$ cat src/mvf_ram.sv
// ----------------------------------------------------------------------------
// mvf_ram
// simple dual port ram, one write and one registered read per cycle
// ----------------------------------------------------------------------------
module mvf_ram #(
  parameter int unsigned DATA_W = 8,
  parameter int unsigned ADDR_W = 4
) (
  input  logic              clk_i,
  input  logic              we_i,
  input  logic [ADDR_W-1:0] waddr_i,
  input  logic [DATA_W-1:0] wdata_i,
  input  logic              re_i,
  input  logic [ADDR_W-1:0] raddr_i,
  output logic [DATA_W-1:0] rdata_o
);

  logic [DATA_W-1:0] mem [1 << ADDR_W];

  always_ff @(posedge clk_i) begin
    if (we_i) begin
      mem[waddr_i] <= wdata_i;
    end
  end

  always_ff @(posedge clk_i) begin
    if (re_i) begin
      rdata_o <= mem[raddr_i];
    end
  end

endmodule

$ cat config.mk
export PLATFORM = sky130hd
export DESIGN_NAME = mvf_ram
export DESIGN_NICKNAME = d
export VERILOG_FILES = /design/src/mvf_ram.sv
export SDC_FILE = /design/constraint.sdc
export NUM_CORES = 1
export LEC_CHECK = 0
export ABC_AREA = 0
export ABC_CLOCK_PERIOD_IN_PS = 2200
export BUFFER_PORTS_ARGS = -buffer_cell sky130_fd_sc_hd__buf_4
export CAP_MARGIN = 0
export CORE_MARGIN = 4
export CORE_UTILIZATION = 55
export DETAILED_ROUTE_END_ITERATION = 12
export PLACE_DENSITY = 0.73
export SLEW_MARGIN = 20
export SYNTH_ARGS = -nofsm -noshare
export SYNTH_HDL_FRONTEND = slang
export SYNTH_SLANG_ARGS = --single-unit
$ cat constraint.sdc
create_clock -name clk_i -period 2.2 [get_ports clk_i]
set_clock_uncertainty 0.2 [all_clocks]
set_input_delay 0.22 -clock clk_i [delete_from_list [all_inputs] [get_ports clk_i]]
set_output_delay 0.22 -clock clk_i [all_outputs]
set_load 0.02 [all_outputs]
==> metrics.md, run 1 <==
| Metric | Value |
|---|---|
| Diodes inserted | 0 |
| Min cycle time layout | 1.88 ns |
| WP data arrival | 1.91 ns |
| Final WL | 10,100 um |
| Clock sinks | 136 |
| Area Growth Syn to Fin | 21.0% |
| Post-DP HPWL | 6320 um |
| Global Route Usage Sum | 0.198 |
| First DRT Iteration DRCs | 177 |
| DR DRC count | 0 |
| Nature of the critical path endpoint | flip-flop |
| GP Congestion | 0.786 |
| Commonest cells after routing, fill and taps aside | edfxtp_1 (136), buf_4 (49), mux4_2 (18), a22oi_1 (16), clkbuf_16 (16) |
| Setup Fix Bufs, Post-CTS | 0 |
| Startpoint Class | input port |
| Critical-path top delay cell | dlygate4sd3_1 |
| Worst-case clock buffer depth | 2 |
| Pre-Repair DR Iteration Count | 5 |
| CP Class | input port to flip-flop |
| Post-Syn Instances | 229 |
| Die Y | 105 um |
| Initial Util | 0.566 |
| Leak | 0.00216 uW |
| # setup viols final | 0 |
| Sequential fraction of the synthesis area | 0.781 |
| Post-Place Cells | 398 |
| Tcrit/Tclk final | 0.855 |
| RSZ-0062 raised after global routing | no |
| Row count | 35 |
| First-pass GRT wire length | 15,500 um |
| Max Cap Violations | 0 |
| Post-Syn Area | 5230 um2 |
| CTS tree | yes |
| Final Slew Violations | 0 |
| Post-synth cell types | 18 |
| Clock Tree Root | clkbuf_8 |
| Worst Hold Class | input port to flip-flop |
| Worst Tran Pin Value | 0.467 ns |
| Post-synth EDFFs | 136 |
| CP max stage delay | 0.61 ns |
| CP Cell Sequence | dlygate4sd3_1, buf_4, nor3_1, dlygate4sd3_1, buf_4 |
| Syn_nets | 248 |
| Crit-path leading delay family | buffers and inverters |
| Initial antenna violation count | 0 |
| H-tree Lvls | 4 |
| Slew margin rel. | 0.689 |
| Io pins | 27 |
| Largest net degree at the start of global routing | 33 |
| Fmax | 531 MHz |
| Vias in the first global route | 2,616 |
| Clock-pin slew on the worst setup and hold paths | 0.06 ns |
| Ys Warns | 0 |
| CP bufs+invs | 4 |
| Peak VDD IR | 0.000570 V |
| Core outline area | 9240 um2 |
| Yosys reg bits | 136 |
| Crit path max fanout | 7 |
| Ys flop type | edfxtp_1 |
| Die X | 105 um |
| Power Density | 904 nW/um2 |
| GR Overflow Total | 0 |
| Clock latency on the worst-skew pair | 0.52 ns |
| Commonest non-fill, non-tap cell in the layout | edfxtp_1 |
| Routed Antenna Nets | 0 |
| TNS Setup | 0 ns |
| CTS Buf Count | 17 |
| Vias per std cell | 5.89 |
| Port bufs | 26 |
| Post-synthesis area per instance | 22.8 um2 |
| Fraction of registers with async set/reset | 0 |
| Share of layout cells above drive strength 1 | 0.318 |
| Cell Count, Final, Fillers Out | 440 |
| Die ar. | 11,100 um2 |
| Layout Nets | 318 |
| Worst Path Required | 2.23 ns |
| Run status | finished, final reports clean |
| Via count | 2,590 |
| Wire per inst | 23.0 um |
| Final Hold Fails | 0 |
metal layers:
metal  vias to the layer above  wire length (um)  global-route usage
met5                         -                 0                   0
met4                         0               176              0.0675
met3                        17               627              0.0649
met2                        99              4870               0.293
met1                      1356              4430               0.281
li1                       1118                 -                   -
area by class of cell:
type,instances,area (um2)
clock buffers,18,418
clock inverters,13,109
fillers,578,2910
multi-input cells,83,1060
flip-flops and latches,136,4080
well taps,129,161
repair buffers,61,498
tightest hold or removal path, stage by stage:
cell	delay, ns
buf_4	0.13
nor3_1	0.08
buf_4	0.15
flip-flops by register name, summed over array words and instances, names as in the netlist:
register / flops
rdata_o: 8
mem: 128
cells in the mapped netlist, types with 2 or more instances:
cell type,instances,share of area
mux4_1,14,0.070
clkdlybuf4s25_2,3,0.0057
a22oi_1,16,0.023
buf_6,3,0.0065
nand3b_1,2,0.0029
nand2_1,9,0.0065
nor2_1,13,0.0093
edfxtp_1,136,0.78
mux4_2,18,0.078
nand2b_1,2,0.0024
buf_2,3,0.0029
nor3_1,4,0.0038
metrics by stage:
step | setup WS (ns) | instance area (um2) | utilization | power (uW) | hold slack [ns]
final | 0.318 | 6330 | 0.685 | 5720 | 0.0363
after global routing | 0.272 | 6330 | 0.685 | 5930 | 0.0159
after CTS | 0.413 | 6330 | 0.685 | 5760 | 0.00403
after detailed placement | 0.247 | 5690 | 0.616 | 3290 | 0.336
after global placement | 0.248 | 5690 | 0.616 | 3280 | 0.322
after floorplan | 0.287 | 5230 | - | 3150 | 0.119
what timing repair did:
| action | 4_1_cts | 5_1_grt |
|---|---|---|
| gates resized for setup | 0 | 0 |
| hold buffers | 11 | 0 |
| hold endpoints to repair | 139 | 0 |
power breakdown:
| part | leakage, uW | switching, uW | internal (uW) |
|---|---|---|---|
| Clock | 0.000244 | 995 | 1480 |
| Sequential | 0.00124 | 17.2 | 2920 |
| Combinational | 0.000676 | 170 | 143 |
| Total | 0.00216 | 1180 | 4540 |
cell families after synthesis:
group	share of synthesized area
AO/OA/AOI/OAI	0.0230
buffers and inverters	0.0165
flip-flops	0.781
multiplexers	0.148
AND/OR/NAND/NOR	0.0314
final timing paths:
path	depth (start not counted)	slack, ns	startpoint	to
setup / recovery	5	0.32	waddr_i[0]	mem[4][4]
setup reg to reg	3	0.44	mem[1][4]	rdata_o[4]
hold / removal	3	0.04	waddr_i[1]	mem[0][0]
hold reg to reg	3	0.55	mem[12][4]	rdata_o[4]
(Power assumes the default switching activity.)
==> run 2: changes to the inputs <==
--- a/config.mk
+++ b/config.mk
@@ -12,8 +12,8 @@
 export CORE_MARGIN = 4
 export CORE_UTILIZATION = 55
 export DETAILED_ROUTE_END_ITERATION = 12
-export PLACE_DENSITY = 0.73
-export SLEW_MARGIN = 20
+export PLACE_DENSITY = 0.7
+export SLEW_MARGIN = 10
 export SYNTH_ARGS = -nofsm -noshare
 export SYNTH_HDL_FRONTEND = slang
 export SYNTH_SLANG_ARGS = --single-unit
==> metrics.md, run 2 (synthesized netlist as in run 1, its figures left out) <==
| Metric | Value |
|---|---|
| Run status | finished, final reports clean |
| Via count | 2,528 |
| Vias in the first global route | 2,718 |
| Layout Nets | 312 |
| Die X | 105 um |
| Initial Util | 0.566 |
| DR DRC count | 0 |
| Filler cell count | 573 |
| Largest net degree at the start of global routing | 33 |
| Max reg flops | 128 |
| GP Congestion | 0.746 |
| Commonest cells after routing, fill and taps aside | edfxtp_1 (136), buf_4 (44), mux4_2 (18), a22oi_1 (16), clkbuf_16 (16) |
| Commonest non-fill, non-tap cell in the layout | edfxtp_1 |
| Pre-Repair DR Iteration Count | 4 |
| Clock Tree Root | clkbuf_8 |
| Area Growth Syn to Fin | 21.2% |
| Routed Antenna Nets | 0 |
| Largest registers | mem: 128 flops, rdata_o: 8 flops |
| RSZ-0062 raised after global routing | no |
| TNS Setup | 0 ns |
| Final Hold Fails | 0 |
| Worst Hold Class | input port to flip-flop |
| Worst Path Required | 2.26 ns |
| Io pins | 27 |
| Power Density | 940 nW/um2 |
| Fmax | 596 MHz |
| Die ar. | 11,100 um2 |
| Nature of the critical path endpoint | flip-flop |
| Worst-case clock buffer depth | 2 |
| First DRT Iteration DRCs | 205 |
| WP data arrival | 1.74 ns |
| Leak | 0.00216 uW |
| CTS Buf Count | 17 |
| Slew margin rel. | 0.696 |
| Die Y | 105 um |
| H-tree Lvls | 4 |
| Crit path max fanout | 1 |
| Clock-pin slew on the worst setup and hold paths | 0.06 ns |
| Port bufs | 26 |
| Tcrit/Tclk final | 0.763 |
| Final Slew Violations | 0 |
| Placed cell area | 5670 um2 |
| Min cycle time layout | 1.68 ns |
| Hold WS | 0.0233 ns |
| GR Overflow Total | 0 |
| Vias per std cell | 5.82 |
| # setup viols final | 0 |
| CP Class | flip-flop to flip-flop |
| Post-DP HPWL | 6200 um |
| Row count | 35 |
| Max Cap Violations | 0 |
| Clock latency on the worst-skew pair | 0.51 ns |
| Peak VDD IR | 0.000547 V |
| Global Route Usage Sum | 0.196 |
| Fin area | 6330 um2 |
| Final WL | 9830 um |
| Largest reg by FF count | mem |
| Worst Tran Pin Value | 0.455 ns |
| CTS tree | yes |
| Startpoint Class | flip-flop |
| CTS resizes | 0 |
| Wire per inst | 22.6 um |
| Initial antenna violation count | 0 |
| Clock sinks | 136 |
| Diodes inserted | 0 |
| Core outline area | 9240 um2 |
| Share of layout cells above drive strength 1 | 0.302 |
| First-pass GRT wire length | 15,600 um |
==> run 2: cell count changes in the layout (fill, tap and decap cells not counted), sizes merged <==
cell / before / now
inv: 0 / 1
clkinvlp: 6 / 1
clkinv: 6 / 9
buf: 50 / 46
dlygate4sd3: 11 / 9
bufinv: 1 / 3
clkbuf: 18 / 17
==> run 2: path summary, 6_finish.rpt <==
kind	endpoint	depth (start not counted)	slack [ns]	startpoint
max	rdata_o[7]	3	0.52	mem[2][7]
min	mem[4][3]	3	0.02	waddr_i[0]
max reg2reg	rdata_o[7]	3	0.52	mem[2][7]
min reg2reg	rdata_o[2]	3	0.56	mem[4][2]
==> run 2: repair_timing <==
action,4_1_cts,5_1_grt
buffers inserted,0,0
hold endpoints to repair,136,0
hold buffers,9,0
endpoints found under the setup margin,0,0
==> run 2: critical path, stage by stage (launching register included) <==
cell and delay (ns):
edfxtp_1 0.36, mux4_2 0.46, a22oi_1 0.30, nand2_1 0.10
==> run 2: layout make-up <==
class | instances | area, um2 | area share
Sequential cell | 136 | 4080 | 0.645
Clock buffer | 17 | 414 | 0.0654
Timing Repair Buffer | 55 | 460 | 0.0727
Clock inverter | 14 | 158 | 0.0249
Multi-Input combinational cell | 83 | 1060 | 0.167
Tap cell | 129 | 161 | 0.0255
==> run 2: through the flow <==
step	power [uW]	util	instances	setup WS, ns
floorplan	3150	-	229	0.287
global placement	3280	0.614	394	0.270
detailed placement	3290	0.614	394	0.227
CTS	6000	0.686	434	0.502
global route	6150	0.686	434	0.452
finish	5960	0.686	434	0.521
==> run 2: power by group <==
part	internal, uW	switching [uW]
Clock	1700	1010
Sequential	2920	18.2
Combinational	143	164
Total	4770	1190
==> run 2: metal layers <==
metal | vias up | share of wire | GRT usage
met1 | 1301 | 0.42 | 0.268
met5 | - | 0 | 0
met4 | 0 | 0.023 | 0.0860
met2 | 98 | 0.49 | 0.304
met3 | 18 | 0.064 | 0.0502
li1 | 1111 | - | -
==> run 3: changes to the inputs <==
--- a/config.mk
+++ b/config.mk
@@ -6,7 +6,7 @@
 export NUM_CORES = 1
 export LEC_CHECK = 0
 export ABC_AREA = 0
-export ABC_CLOCK_PERIOD_IN_PS = 2200
+export ABC_CLOCK_PERIOD_IN_PS = 1550
 export BUFFER_PORTS_ARGS = -buffer_cell sky130_fd_sc_hd__buf_4
 export CAP_MARGIN = 0
 export CORE_MARGIN = 4
==> constraint.sdc (replaced) <==
create_clock -name clk_i -period 1.55 [get_ports clk_i]
set_clock_uncertainty 0.2 [all_clocks]
set_input_delay 0.155 -clock clk_i [delete_from_list [all_inputs] [get_ports clk_i]]
set_output_delay 0.155 -clock clk_i [all_outputs]
set_load 0.02 [all_outputs]
==> metrics.md, run 3 (synthesized netlist as in run 1, its figures left out) <==
| Metric | Value |
|---|---|
| Vias in the first global route | 2,675 |
| Clock sinks | 136 |
| Final WL | 10,200 um |
| CTS tree | yes |
| Leak | 0.00214 uW |
| Final core occ | 0.696 |
| H-tree Lvls | 4 |
| CTS Buf Count | 17 |
| Post-DP HPWL | 6210 um |
| Commonest cells after routing, fill and taps aside | edfxtp_1 (136), buf_4 (45), mux4_2 (32), clkbuf_16 (16), nor2_1 (13) |
| RSZ-0062 raised after global routing | yes |
| Initial antenna violation count | 0 |
| Die Y | 105 um |
| Commonest non-fill, non-tap cell in the layout | edfxtp_1 |
| PnR Total Power | 8460 uW |
| Final Hold Fails | 0 |
| Wire per inst | 23.1 um |
| Crit path max fanout | 1 |
| Max reg flops | 128 |
| Io pins | 27 |
| Core outline area | 9240 um2 |
| Area Growth Syn to Fin | 23.0% |
| Port bufs | 26 |
| Min cycle time layout | 1.60 ns |
| Largest registers | mem: 128 flops, rdata_o: 8 flops |
| Die ar. | 11,100 um2 |
| Startpoint Class | flip-flop |
| Peak VDD IR | 0.000888 V |
| Worst Hold Class | input port to flip-flop |
| Global Route Usage Sum | 0.201 |
| Worst r2r dst | rdata_o[0] |
| Setup Fix Bufs, Post-CTS | 0 |
| GP Congestion | 0.745 |
| Largest reg by FF count | mem |
| Hold Crit Depth | 4 |
| First-pass GRT wire length | 15,900 um |
| Levels on crit path | 3 |
| Multi-input gate area | 1070 um2 |
| Failing checks | negative setup slack |
| Final Slew Violations | 0 |
| Critical-path top delay cell | mux4_2 |
| Clock-pin slew on the worst setup and hold paths | 0.06 ns |
| Tcrit/Tclk final | 1.03 |
| Worst setup margin | -0.0542 ns |
| CP max stage delay | 0.49 ns |
| Die X | 105 um |
| Pre-Repair DR Iteration Count | 6 |
| First DRT Iteration DRCs | 251 |
| WP data arrival | 1.67 ns |
| Worst Setup EP | rdata_o[0] |
| GR Overflow Total | 0 |
| Fmax | 623 MHz |
| DR DRC count | 0 |
| Reg2reg path depth | 3 |
| Run status | complete, but fails checks |
| Filler cell count | 560 |
| Routed Antenna Nets | 0 |
| Hold WS | 0.0214 ns |
| # setup viols final | 8 |
| CP Cell Sequence | mux4_2, a22oi_2, nand2_1 |
| Nature of the critical path endpoint | flip-flop |
| Vias per std cell | 5.69 |
| Layout Nets | 318 |
| Worst R2R Setup Slack | -0.05 ns |
| Largest net degree at the start of global routing | 17 |
| Storage cell area | 4080 um2 |
| CP Class | flip-flop to flip-flop |
| RR Startpoint | mem[3][0] |
| Clock Tree Root | clkbuf_8 |
| Worst Tran Pin Value | 1.01 ns |
| Crit-path leading delay family | multiplexers |
| Place WS | -0.293 ns |
| Power Density | 1310 nW/um2 |
| Worst-case clock buffer depth | 2 |
| Slew margin rel. | 0.323 |
| Critical Path Start | mem[3][0] |
| Row count | 35 |
| CP bufs+invs | 0 |
| Worst Path Required | 1.61 ns |
| Initial Util | 0.566 |
| Share of layout cells above drive strength 1 | 0.404 |
| Diodes inserted | 0 |
| Clock latency on the worst-skew pair | 0.52 ns |
| Max Cap Violations | 0 |
| Via count | 2,509 |
[run 3: cell types whose count changed in the layout (fill, tap and decap cells not counted), moves of 2 or more]
cell           previous run  this run
a22oi_2                   0        12
buf_12                    2         5
clkinvlp_4                1         4
dlygate4sd3_1             9        11
mux4_2                   18        32
clkinv_1                  4         1
mux4_1                   14         0
a22oi_1                  16         4
[run 3: per-layer routing]
layer | global-route usage | wire length [um]
met1 | 0.279 | 4030
met3 | 0.0521 | 810
met4 | 0.0527 | 61
met2 | 0.324 | 5260
met5 | 0 | 0
[run 3: how the worst min path moves through the flow]
| stage | start | end | slack [ns] |
|---|---|---|---|
| 2_1_floorplan | wdata_i[0] | mem[0][0] | 0.05 |
| 3_3_place_gp | wdata_i[4] | mem[6][4] | 0.26 |
| 3_5_place_dp | wdata_i[4] | mem[3][4] | 0.28 |
| 4_1_cts | raddr_i[1] | rdata_o[6] | 0.02 |
| 5_1_grt | raddr_i[1] | rdata_o[6] | 0.02 |
| 6_report | raddr_i[1] | rdata_o[6] | 0.02 |
[run 3: timing repair]
action / 4_1_cts / 5_1_grt
pin swaps: 3 / 4
gates resized for setup: 6 / 7
endpoints found under the setup margin: 8 / 8
hold buffers: 11 / 0
endpoints found under the hold margin: 168 / 0
[run 3: where the power goes]
group          total [uW]  internal [uW]  leakage, uW  switching (uW)
Combinational         489            236     0.000636             253
Sequential           4170           4140      0.00124            25.5
Clock                3800           2290     0.000265            1510
[run 3: tightest hold or removal path, delay by kind of cell]
family	cells	cell delay, ns
multiplexers	1	0.21
buffers and inverters	1	0.15
AND/OR/NAND/NOR	1	0.05
AO/OA/AOI/OAI	1	0.06
[run 3: through the flow]
stage	instances	instance area, um2	TNS (ns)
4_1_cts	441	6410	-0.371
5_1_grt	441	6430	-0.499
6_report	441	6430	-0.176
3_3_place_gp	398	5700	-3.36
3_5_place_dp	398	5700	-3.98
2_1_floorplan	229	5220	-2.18
[run 3: final cells by class]
type                            count  share of cell area
Sequential cell                   136               0.635
Multi-Input combinational cell     83               0.166
Timing Repair Buffer               61              0.0852
Clock buffer                       18              0.0650
Tap cell                          129              0.0251
Clock inverter                     14              0.0235
