===== config.mk =====
export PLATFORM = sky130hd
export DESIGN_NAME = mvf_sweep
export DESIGN_NICKNAME = d
export VERILOG_FILES = /design/src/mvf_pkg.sv /design/src/mvf_sweep.sv
export SDC_FILE = /design/constraint.sdc
export NUM_CORES = 1
export LEC_CHECK = 0
export ABC_AREA = 1
export BUFFER_PORTS_ARGS = -buffer_cell sky130_fd_sc_hd__buf_2
export CORE_AREA = 8 8 45 47
export CTS_BUF_LIST = sky130_fd_sc_hd__clkbuf_16
export DETAILED_ROUTE_END_ITERATION = 12
export DIE_AREA = 0 0 53 55
export HOLD_SLACK_MARGIN = 0.03
export PLACE_DENSITY = 0.69
export SYNTH_ARGS = -nofsm -noshare
export SYNTH_HDL_FRONTEND = slang
export SYNTH_SLANG_ARGS = --single-unit

===== constraint.sdc =====
create_clock -name clk_i -period 1.78 [get_ports clk_i]
set_input_delay 0.089 -clock clk_i [delete_from_list [all_inputs] [get_ports clk_i]]
set_output_delay 0.089 -clock clk_i [all_outputs]
set_load 0.03 [all_outputs]

===== src/mvf_pkg.sv =====
// ----------------------------------------------------------------------------
// mvf_pkg
// shared constants, types and helpers of the max value frequency block
// ----------------------------------------------------------------------------
package mvf_pkg;

  localparam int unsigned VALUE_BITS = 10;
  localparam int unsigned MAX_ITEMS  = 65536;

  localparam int unsigned IN_W     = 10;
  localparam int unsigned OUT_W    = 17;
  localparam int unsigned IN_BYTES = (IN_W + 7) / 8;
  localparam int unsigned OUT_BYTES = (OUT_W + 7) / 8;
  localparam int unsigned IDX_W    = VALUE_BITS;
  localparam int unsigned DEPTH    = 1 << IDX_W;
  localparam int unsigned CNT_W    = $clog2(MAX_ITEMS + 1);
  localparam int unsigned EPOCH_W  = 8;
  localparam int unsigned ENTRY_W  = EPOCH_W + CNT_W;

  typedef logic [IDX_W-1:0]   idx_t;
  typedef logic [CNT_W-1:0]   cnt_t;
  typedef logic [EPOCH_W-1:0] epoch_t;

  typedef struct packed {
    epoch_t tag;
    cnt_t   cnt;
  } entry_t;

  typedef struct packed {
    logic active;
    idx_t addr;
  } sweep_t;

  typedef enum logic {
    ST_CLEAR,
    ST_RUN
  } sweep_state_e;

  function automatic idx_t table_index(logic signed [IN_W-1:0] v);
    logic signed [31:0] ext;
    ext = 32'(v);
    return ext[IDX_W-1:0];
  endfunction

endpackage


===== src/mvf_sweep.sv =====
// ----------------------------------------------------------------------------
// mvf_sweep
// clearing pass over the histogram after reset and on epoch wrap
// ----------------------------------------------------------------------------
module mvf_sweep (
  input  logic          clk_i,
  input  logic          rst_ni,
  input  logic          start_i,
  output mvf_pkg::sweep_t sweep_o
);
  import mvf_pkg::*;

  sweep_state_e state_q, state_d;
  idx_t         addr_q, addr_d;

  always_comb begin
    state_d = state_q;
    unique case (state_q)
      ST_CLEAR: begin
        if (addr_q == idx_t'(DEPTH - 1)) begin
          state_d = ST_RUN;
        end
      end
      ST_RUN: begin
        if (start_i) begin
          state_d = ST_CLEAR;
        end
      end
      default: state_d = ST_CLEAR;
    endcase
  end

  always_comb begin
    addr_d         = addr_q;
    sweep_o.active = 1'b0;
    sweep_o.addr   = addr_q;
    unique case (state_q)
      ST_CLEAR: begin
        sweep_o.active = 1'b1;
        addr_d         = addr_q + idx_t'(1);
      end
      ST_RUN: begin
        addr_d = '0;
      end
      default: addr_d = '0;
    endcase
  end

  always_ff @(posedge clk_i or negedge rst_ni) begin
    if (!rst_ni) begin
      state_q <= ST_CLEAR;
      addr_q  <= '0;
    end else begin
      state_q <= state_d;
      addr_q  <= addr_d;
    end
  end

endmodule


==> results.cfg, run 1 <==
[outcome]
outcome = complete, no violations

[clocking]
ctsResizeCount = 0
numCtsBuffers = 3
cts-root-buf = clkbuf_16
clock_sinks = 11
hold_buffers = 1
h-tree-depth = 1
cts_setup_buffers = 0
cts_tree = done
clockBufferDepth = 2
clk_pin_slew_ps = 40
clk_latency_ps = 240

[run]
cap_violations = 0

[die]
die-area_sq_um = 2920
core.rowCount = 14
start_util_pct = 36.3
die_width_microns = 53
die_h_microns = 55
io_pins = 14
core_area_sq_um = 1380

[timing]
clock.fmax_mhz = 820
tns_ps = 0
rsz0062_at_grt = false
setup_viol = 0
tightest_slew_ps = 246
finalCriticalPeriod_ps = 1220
fin_skew_ps = 3.17
hold_viol_final = 0
slew_headroom_pct = 83.5
fin_crit_sh_pct = 68.5
final_max_slew_viol_count = 0

[global_route]
grt_antenna_before_repair = 0
grt_max_degree = 12
overflow = 0
grt_pass1_wl_microns = 1880
track_usage_pct = 9.43
grt_pass1_vias = 433

[placed_design]
dp.final_hpwl_microns = 846
place_area_sq_um = 588
gp_congestion = 0.764
port_buffers = 13

[power_and_ir_drop]
p_leak_uw = 0.000351
power.density_nw_per_um2 = 1910
max-vdd-ir-drop_v = 0.000611

[routing]
viasPerCell = 5.01
post_drt_wl_per_cell_microns = 12.4
wl_microns = 1150
dr.first_iter.drc_count = 7
drc = 0
vias = 461
dr.pass1.iters = 4
ant_nets = 0

[logic_synthesis]
async_reset_ff_share_pct = 100
syn_area_per_cell_sq_um = 8.67
syn_inst = 58
synthesis.area_sq_um = 503
yosys_warnings = 0
synth_fp_nets = 62
ys_top_cells_by_area = dfrtp_1 (55%), nand2_1 (9.0%), nor2_1 (9.0%)
synth_top_cells_by_count = nand2_1 (12), nor2_1 (12), dfrtp_1 (11)
synth_edf_count = 0
synth.ff_latch_count = 11
yosysTopAreaCellShare_pct = 54.7
synth.distinct_cells = 15
ys_seq_area_share_pct = 54.7
ys.flop_type = dfrtp_1
yosysTopAreaCell = dfrtp_1

[critical_path]
critPathArrivalTime_ps = 1130
crit_path_end_kind = primary output
critPathKind = register to primary output
worstPathRequired_ps = 1690
critPathMaxFanout = 10
startpoint_type = register

[cells_and_area]
n_antenna_cell = 0
final_area_sq_um = 677
final_nets = 81
area_growth_pct = 34.6
drive_gt1_share_pct = 25.0

[worst_hold_path]
min_path_type = primary input to register
-- stage by stage --
step / cells / hold WS (ps) / setup slack, ps / utilization, % / total power, uW
floorplan: 58 / -207 / 474 / - / 747
global placement: 87 / -29.8 / 656 / 42.5 / 882
finish: 92 / 140 / 560 / 48.9 / 1290
global route: 92 / 161 / 477 / 48.9 / 1380
CTS: 92 / 137 / 561 / 48.9 / 1310
detailed placement: 87 / -32.0 / 611 / 42.5 / 896
-- worst max-delay path: stages, from the launching register on --
cell and delay, ps:
dfrtp_1 380, clkinv_1 240, buf_2 260
-- cells by family (layout without fill, tap and decap cells) --
kind of cell,after synthesis,count (layout),share of synthesized area (%)
AOI/OAI and AO/OA,11,11,11.9
adders and majority gates,1,1,2.49
buffers and inverters,4,22,2.98
DFF,11,11,54.7
and+or+nand+nor,31,31,27.9
-- state kept, by name, summed over array words and instances, names as in the netlist --
name	cells
addr_q	10
state_q	1
-- per-layer routing --
layer | GRT usage (%) | vias to the layer above | share of wire, %
li1 | - | 225 | -
met1 | 9.36 | 213 | 41
met2 | 14.1 | 19 | 46
met3 | 3.21 | 4 | 8.6
met4 | 11.6 | 0 | 4.5
met5 | 0 | - | 0
-- power breakdown --
group	leakage [uW]	internal (uW)	switching [uW]
clock network	0.0000423	295	109
logic	0.000173	135	329
registers	0.000136	335	91.1
-- placed cells by master (no fill, tap or decap) --
cell           synthesis  routed
buf_2                  0      13
nand2_1               12      12
nor2_1                12      12
dfrtp_1               11      11
a21oi_1                6       6
inv_1                  3       4
nand3_1                3       3
o21ai_0                3       3
clkbuf_16              0       3
clkinv_1               1       1
nor2_2                 1       1
nand3_2                1       1
nor2_4                 1       1
nor3b_1                1       1
o21a_1                 1       1
o21bai_1               1       1
ha_1                   1       1
dlygate4sd3_1          0       1
-- path summary, 6_finish.rpt --
path | from | end | slack, ps | depth (start not counted)
max | state_q | sweep_o[10] | 560 | 2
min | start_i | state_q | 140 | 3
max reg2reg | addr_q[0] | addr_q[6] | 600 | 6
min reg2reg | state_q | addr_q[0] | 490 | 1
max in group asynchronous | rst_ni | addr_q[4] | 1330 | 2
min in group asynchronous | rst_ni | addr_q[3] | 250 | 2
-- final cells by class --
cell class                 instances  area, sq um
clock buffer                       3         75.1
clock inverter                     1         3.75
fill                             130          707
inverter                           4         15.0
multi-input combinational         43          213
sequential                        11          275
tap                               16         20.0
timing repair buffer              14         75.1
Power figures use the tool's default switching activity.
==> inputs of run 2 (changes only) <==
==> constraint.sdc (replaced) <==
create_clock -name clk_i -period 1.2 [get_ports clk_i]
set_input_delay 0.06 -clock clk_i [delete_from_list [all_inputs] [get_ports clk_i]]
set_output_delay 0.06 -clock clk_i [all_outputs]
set_load 0.03 [all_outputs]
==> results.cfg, run 2 (synthesis results as in run 1) <==
[cells_and_area]
area_growth_pct = 40.8
drive_gt1_share_pct = 34.2
largest-register = addr_q
reg_top3 = addr_q x10, state_q x1
largest_reg_flops = 10
final_nets = 81
final_cell_mix = buf_2 (13), nand2_1 (11), nor2_1 (11)
n_antenna_cell = 0
final_common_cell = buf_2

[critical_path]
critPathArrivalTime_ps = 1200
startpoint = addr_q[0]
crit_path_end_kind = register
cpLargestDelayFamily = flip-flops
worstPathRequired_ps = 1330
cp_slowest_stage_delay_ps = 410
crit_chain = ha_4 -> nand2_2 -> nor2_4 -> nand3_2 -> nand2_1 -> nor2_1
critPathMaxFanout = 4
startpoint_type = register
crit_buf_inv = 0
rr_startpoint = addr_q[0]
cp_slowest_cell = dfrtp_2
critPathKind = register to register

[power_and_ir_drop]
clkPwrFrac_pct = 30.6
max-vdd-ir-drop_v = 0.00112
switching_power_uw = 803
power.density_nw_per_um2 = 2770
p_leak_uw = 0.000349
netSwitchingFraction_pct = 41.0
p_seq_share_pct = 32.7
pwr-share-comb_pct = 36.7
p_int_uw = 1160

[routing]
viasPerCell = 4.78
vias = 440
wl_microns = 1120
dr.pass1.iters = 4
post_drt_wl_per_cell_microns = 12.2
drc = 0
ant_nets = 0
dr.first_iter.drc_count = 11

[clocking]
clock_sinks = 11
clk_latency_ps = 240
numCtsBuffers = 3
cts_setup_buffers = 0
clk_pin_slew_ps = 40
h-tree-depth = 1
cts_tree = done
cts-root-buf = clkbuf_16
clockBufferDepth = 2

[timing]
setup_viol = 0
tns_ps = 0
hold_viol_final = 0
final_max_slew_viol_count = 0
fin_crit_sh_pct = 89.5
clock.fmax_mhz = 931
rsz0062_at_grt = false
slew_headroom_pct = 82.7
fin_skew_ps = 0.860
finalCriticalPeriod_ps = 1070
tightest_slew_ps = 260
hold_slack_ps = 103

[global_route]
track_usage_pct = 9.59
overflow = 0
grt_antenna_before_repair = 0
grt_pass1_vias = 406
grt_pass1_wl_microns = 1890
grt_max_degree = 12

[die]
io_pins = 14
start_util_pct = 36.3
die-area_sq_um = 2920
die_width_microns = 53
core_area_sq_um = 1380
die_h_microns = 55
core.rowCount = 14

[outcome]
outcome = complete, no violations

[run]
cap_violations = 0

[worst_hold_path]
min_from = start_i
min_path_type = primary input to register

[placed_design]
port_buffers = 13
dp.final_hpwl_microns = 782
gp_congestion = 0.778
[run 2: tightest hold or removal path: cells and delay by family]
kind                   cells  cell delay [ps]
AND/OR/NAND/NOR            1               30
AO/OA/AOI/OAI              1              140
buffers and inverters      1               70
[run 2: cell type report]
class | count | area, sq um
inverters | 4 | 16.3
clock buffers | 3 | 75.1
well taps | 16 | 20.0
multi-input cells | 43 | 240
repair buffers | 14 | 75.1
fillers | 124 | 676
flip-flops and latches | 11 | 278
clock inverters | 1 | 3.75
[run 2: layer usage]
layer	vias up	share of wire, %	global-route usage (%)
li1	227	-	-
met1	198	47	10.9
met2	11	41	12.1
met3	4	7.8	4.81
met4	0	4.4	10.3
met5	-	0	0
[run 2: per-stage QoR]
stage                     instance area [sq um]  util (%)  worst slack [ps]  cells  total power (uW)
after CTS                                   681      49.2              59.9     92              1930
after global routing                        708      51.2              13.7     92              2090
final                                       708      51.2               126     92              1960
after global placement                      591      42.7              99.4     87              1310
after floorplan                             505         -             0.896     58              1110
after detailed placement                    591      42.7              49.6     87              1310
[run 2: final timing paths]
check                      cells after the start  slack (ps)        end
max                                            6         130  addr_q[8]
min                                            3         100    state_q
max reg2reg                                    6         130  addr_q[8]
min reg2reg                                    1         490  addr_q[0]
max in group asynchronous                      2         750  addr_q[0]
min in group asynchronous                      2         220  addr_q[3]
[run 2: repair_timing]
item | 4_1_cts | 5_1_grt
hold buffers | 1 | 0
pin swaps | 0 | 2
resized for setup | 1 | 6
endpoints found under the setup margin | 1 | 4
endpoints found under the hold margin | 11 | 0
[run 2: power by group through the flow]
stage | clock, uW | combinational, uW | sequential [uW]
2_1_floorplan | 0 | 251 | 862
3_3_place_gp | 0 | 676 | 630
3_5_place_dp | 0 | 681 | 634
4_1_cts | 612 | 690 | 632
5_1_grt | 638 | 792 | 664
6_report | 600 | 720 | 641
==> inputs of run 3 (changes only) <==
--- a/config.mk
+++ b/config.mk
@@ -7,12 +7,12 @@
 export LEC_CHECK = 0
 export ABC_AREA = 1
 export BUFFER_PORTS_ARGS = -buffer_cell sky130_fd_sc_hd__buf_2
-export CORE_AREA = 8 8 45 47
+export CORE_MARGIN = 8
+export CORE_UTILIZATION = 25
 export CTS_BUF_LIST = sky130_fd_sc_hd__clkbuf_16
 export DETAILED_ROUTE_END_ITERATION = 12
-export DIE_AREA = 0 0 53 55
 export HOLD_SLACK_MARGIN = 0.03
-export PLACE_DENSITY = 0.69
+export PLACE_DENSITY = 0.52
 export SYNTH_ARGS = -nofsm -noshare
 export SYNTH_HDL_FRONTEND = slang
 export SYNTH_SLANG_ARGS = --single-unit
==> constraint.sdc (replaced) <==
create_clock -name clk_i -period 1.2 [get_ports clk_i]
set_input_delay 0 -clock clk_i [delete_from_list [all_inputs] [get_ports clk_i]]
set_output_delay 0 -clock clk_i [all_outputs]
set_load 0.03 [all_outputs]
==> results.cfg, run 3 (synthesis results as in run 1) <==
[critical_path]
crit_chain = ha_4 -> nand2_2 -> nor2_1 -> nand2_1 -> nand2_1 -> nor2_1
worst-r2r-cell-count = 6
regToRegSetupSlack_ps = 90
cpLargestDelayFamily = simple AND/OR/NAND/NOR gates
worstPathRequired_ps = 1320
cp_slowest_cell = dfrtp_2
crit_path_end_kind = register
critPathMaxFanout = 3
r2r-end = addr_q[6]
cp_slowest_stage_delay_ps = 390
startpoint_type = register
critPathKind = register to register
crit_buf_inv = 0
critPathArrivalTime_ps = 1240
rr_startpoint = addr_q[1]

[power_and_ir_drop]
p_int_uw = 1160
clkPwrFrac_pct = 30.3
p_seq_share_pct = 33.1
switching_power_uw = 805
max-vdd-ir-drop_v = 0.00104
p_leak_uw = 0.000354
power.density_nw_per_um2 = 2690
pwr-share-comb_pct = 36.6
netSwitchingFraction_pct = 41.0

[die]
core.rowCount = 16
die-area_sq_um = 3700
io_pins = 14
start_util_pct = 26.2
die_width_microns = 60.9
die_h_microns = 60.9
core_area_sq_um = 1920

[placed_design]
dp.final_hpwl_microns = 882
dp_cells = 99
place_area_sq_um = 612
place_ws_ps = 59.1
port_buffers = 13
gp_congestion = 0.721

[cells_and_area]
largest-register = addr_q
n_antenna_cell = 0
largest_reg_flops = 10
area_growth_pct = 45.0
final_nets = 82
ff_latch_area_sq_um = 278
reg_top3 = addr_q x10, state_q x1
final_common_cell = buf_2
final_area_sq_um = 729
fillers = 217
drive_gt1_share_pct = 33.8
stdcell_count = 104
fin_util_pct = 38.0
final_cell_mix = buf_2 (13), nor2_1 (12), nand2_1 (11)
multiInputGateArea_sq_um = 238

[routing]
dr.first_iter.drc_count = 8
vias = 444
wl_microns = 1220
viasPerCell = 4.27
dr.pass1.iters = 4
drc = 0
post_drt_wl_per_cell_microns = 11.8
ant_nets = 0

[run]
cap_violations = 0

[worst_hold_path]
hold_path_end = state_q
min_from = start_i
min_path_cells = 3
min_path_type = primary input to register

[clocking]
clk_pin_slew_ps = 40
clock_sinks = 11
cts-root-buf = clkbuf_16
h-tree-depth = 1
clockBufferDepth = 2
cts_tree = done
numCtsBuffers = 3
clk_latency_ps = 240
cts_setup_buffers = 0

[global_route]
grt_max_degree = 12
grt_pass1_vias = 449
overflow = 0
grt_antenna_before_repair = 0
grt_pass1_wl_microns = 2010
track_usage_pct = 7.70

[outcome]
outcome = complete, no violations

[timing]
clock.fmax_mhz = 899
tns_ps = 0
fin_ws_ps = 88.2
fin_crit_sh_pct = 92.7
finalCriticalPeriod_ps = 1110
rsz0062_at_grt = true
tightest_slew_ps = 256
setup_viol = 0
slew_headroom_pct = 83.0
hold_viol_final = 0
fin_skew_ps = 1.34
final_max_slew_viol_count = 0
-- run 3: cell count changes in the layout (fill, tap and decap cells not counted) --
cell | before | now
clkinv_2 | 1 | 0
nor2_2 | 1 | 0
buf_4 | 0 | 1
clkinvlp_4 | 0 | 1
nor2_1 | 11 | 12
-- run 3: worst max-delay path by stage --
stage,start,end,slack [ps],depth (start not counted)
floorplan,addr_q[0],addr_q[6],0.9,6
global placement,addr_q[1],addr_q[6],60,6
detailed placement,addr_q[1],addr_q[6],60,6
CTS,state_q,sweep_o[10],20,2
global route,addr_q[0],addr_q[9],-2,6
finish,addr_q[1],addr_q[6],90,6
-- run 3: power by group through the flow --
stage               clock network, uW  logic (uW)  registers (uW)
floorplan                           0         251             862
global placement                    0         694             631
detailed placement                  0         693             636
CTS                               606         702             631
global route                      625         787             667
finish                            595         720             650
-- run 3: metal layers --
metal	global-route usage [%]	vias up	part of all wire [%]
li1	-	227	-
met1	8.50	202	44
met2	11.5	10	46
met3	3.18	5	6.5
met4	5.98	0	3.1
met5	0	-	0
-- run 3: area by class of cell --
type	count	share of cell area (%)
Clock buffer	3	10.3
Clock inverter	1	0.515
Inverter	4	2.57
Multi-Input combinational cell	43	32.6
Sequential cell	11	38.1
Tap cell	27	4.63
Timing Repair Buffer	15	11.3
-- run 3: worst reg2reg max path, stage by stage (launching register included) --
cell	delay [ps]
dfrtp_2	390
ha_4	150
nand2_2	70
nor2_1	210
nand2_1	70
nand2_1	60
nor2_1	50
-- run 3: stage by stage --
stage	hold slack, ps	total power [uW]
after floorplan	-296	1110
after global placement	-113	1330
after detailed placement	-117	1330
after CTS	88.7	1940
after global routing	94.0	2080
final	86.1	1960
-- run 3: repair_timing --
item / 4_1_cts / 5_1_grt
gates resized for setup: 0 / 6
hold endpoints to repair: 11 / 0
endpoints found under the setup margin: 0 / 5
hold buffers: 1 / 0
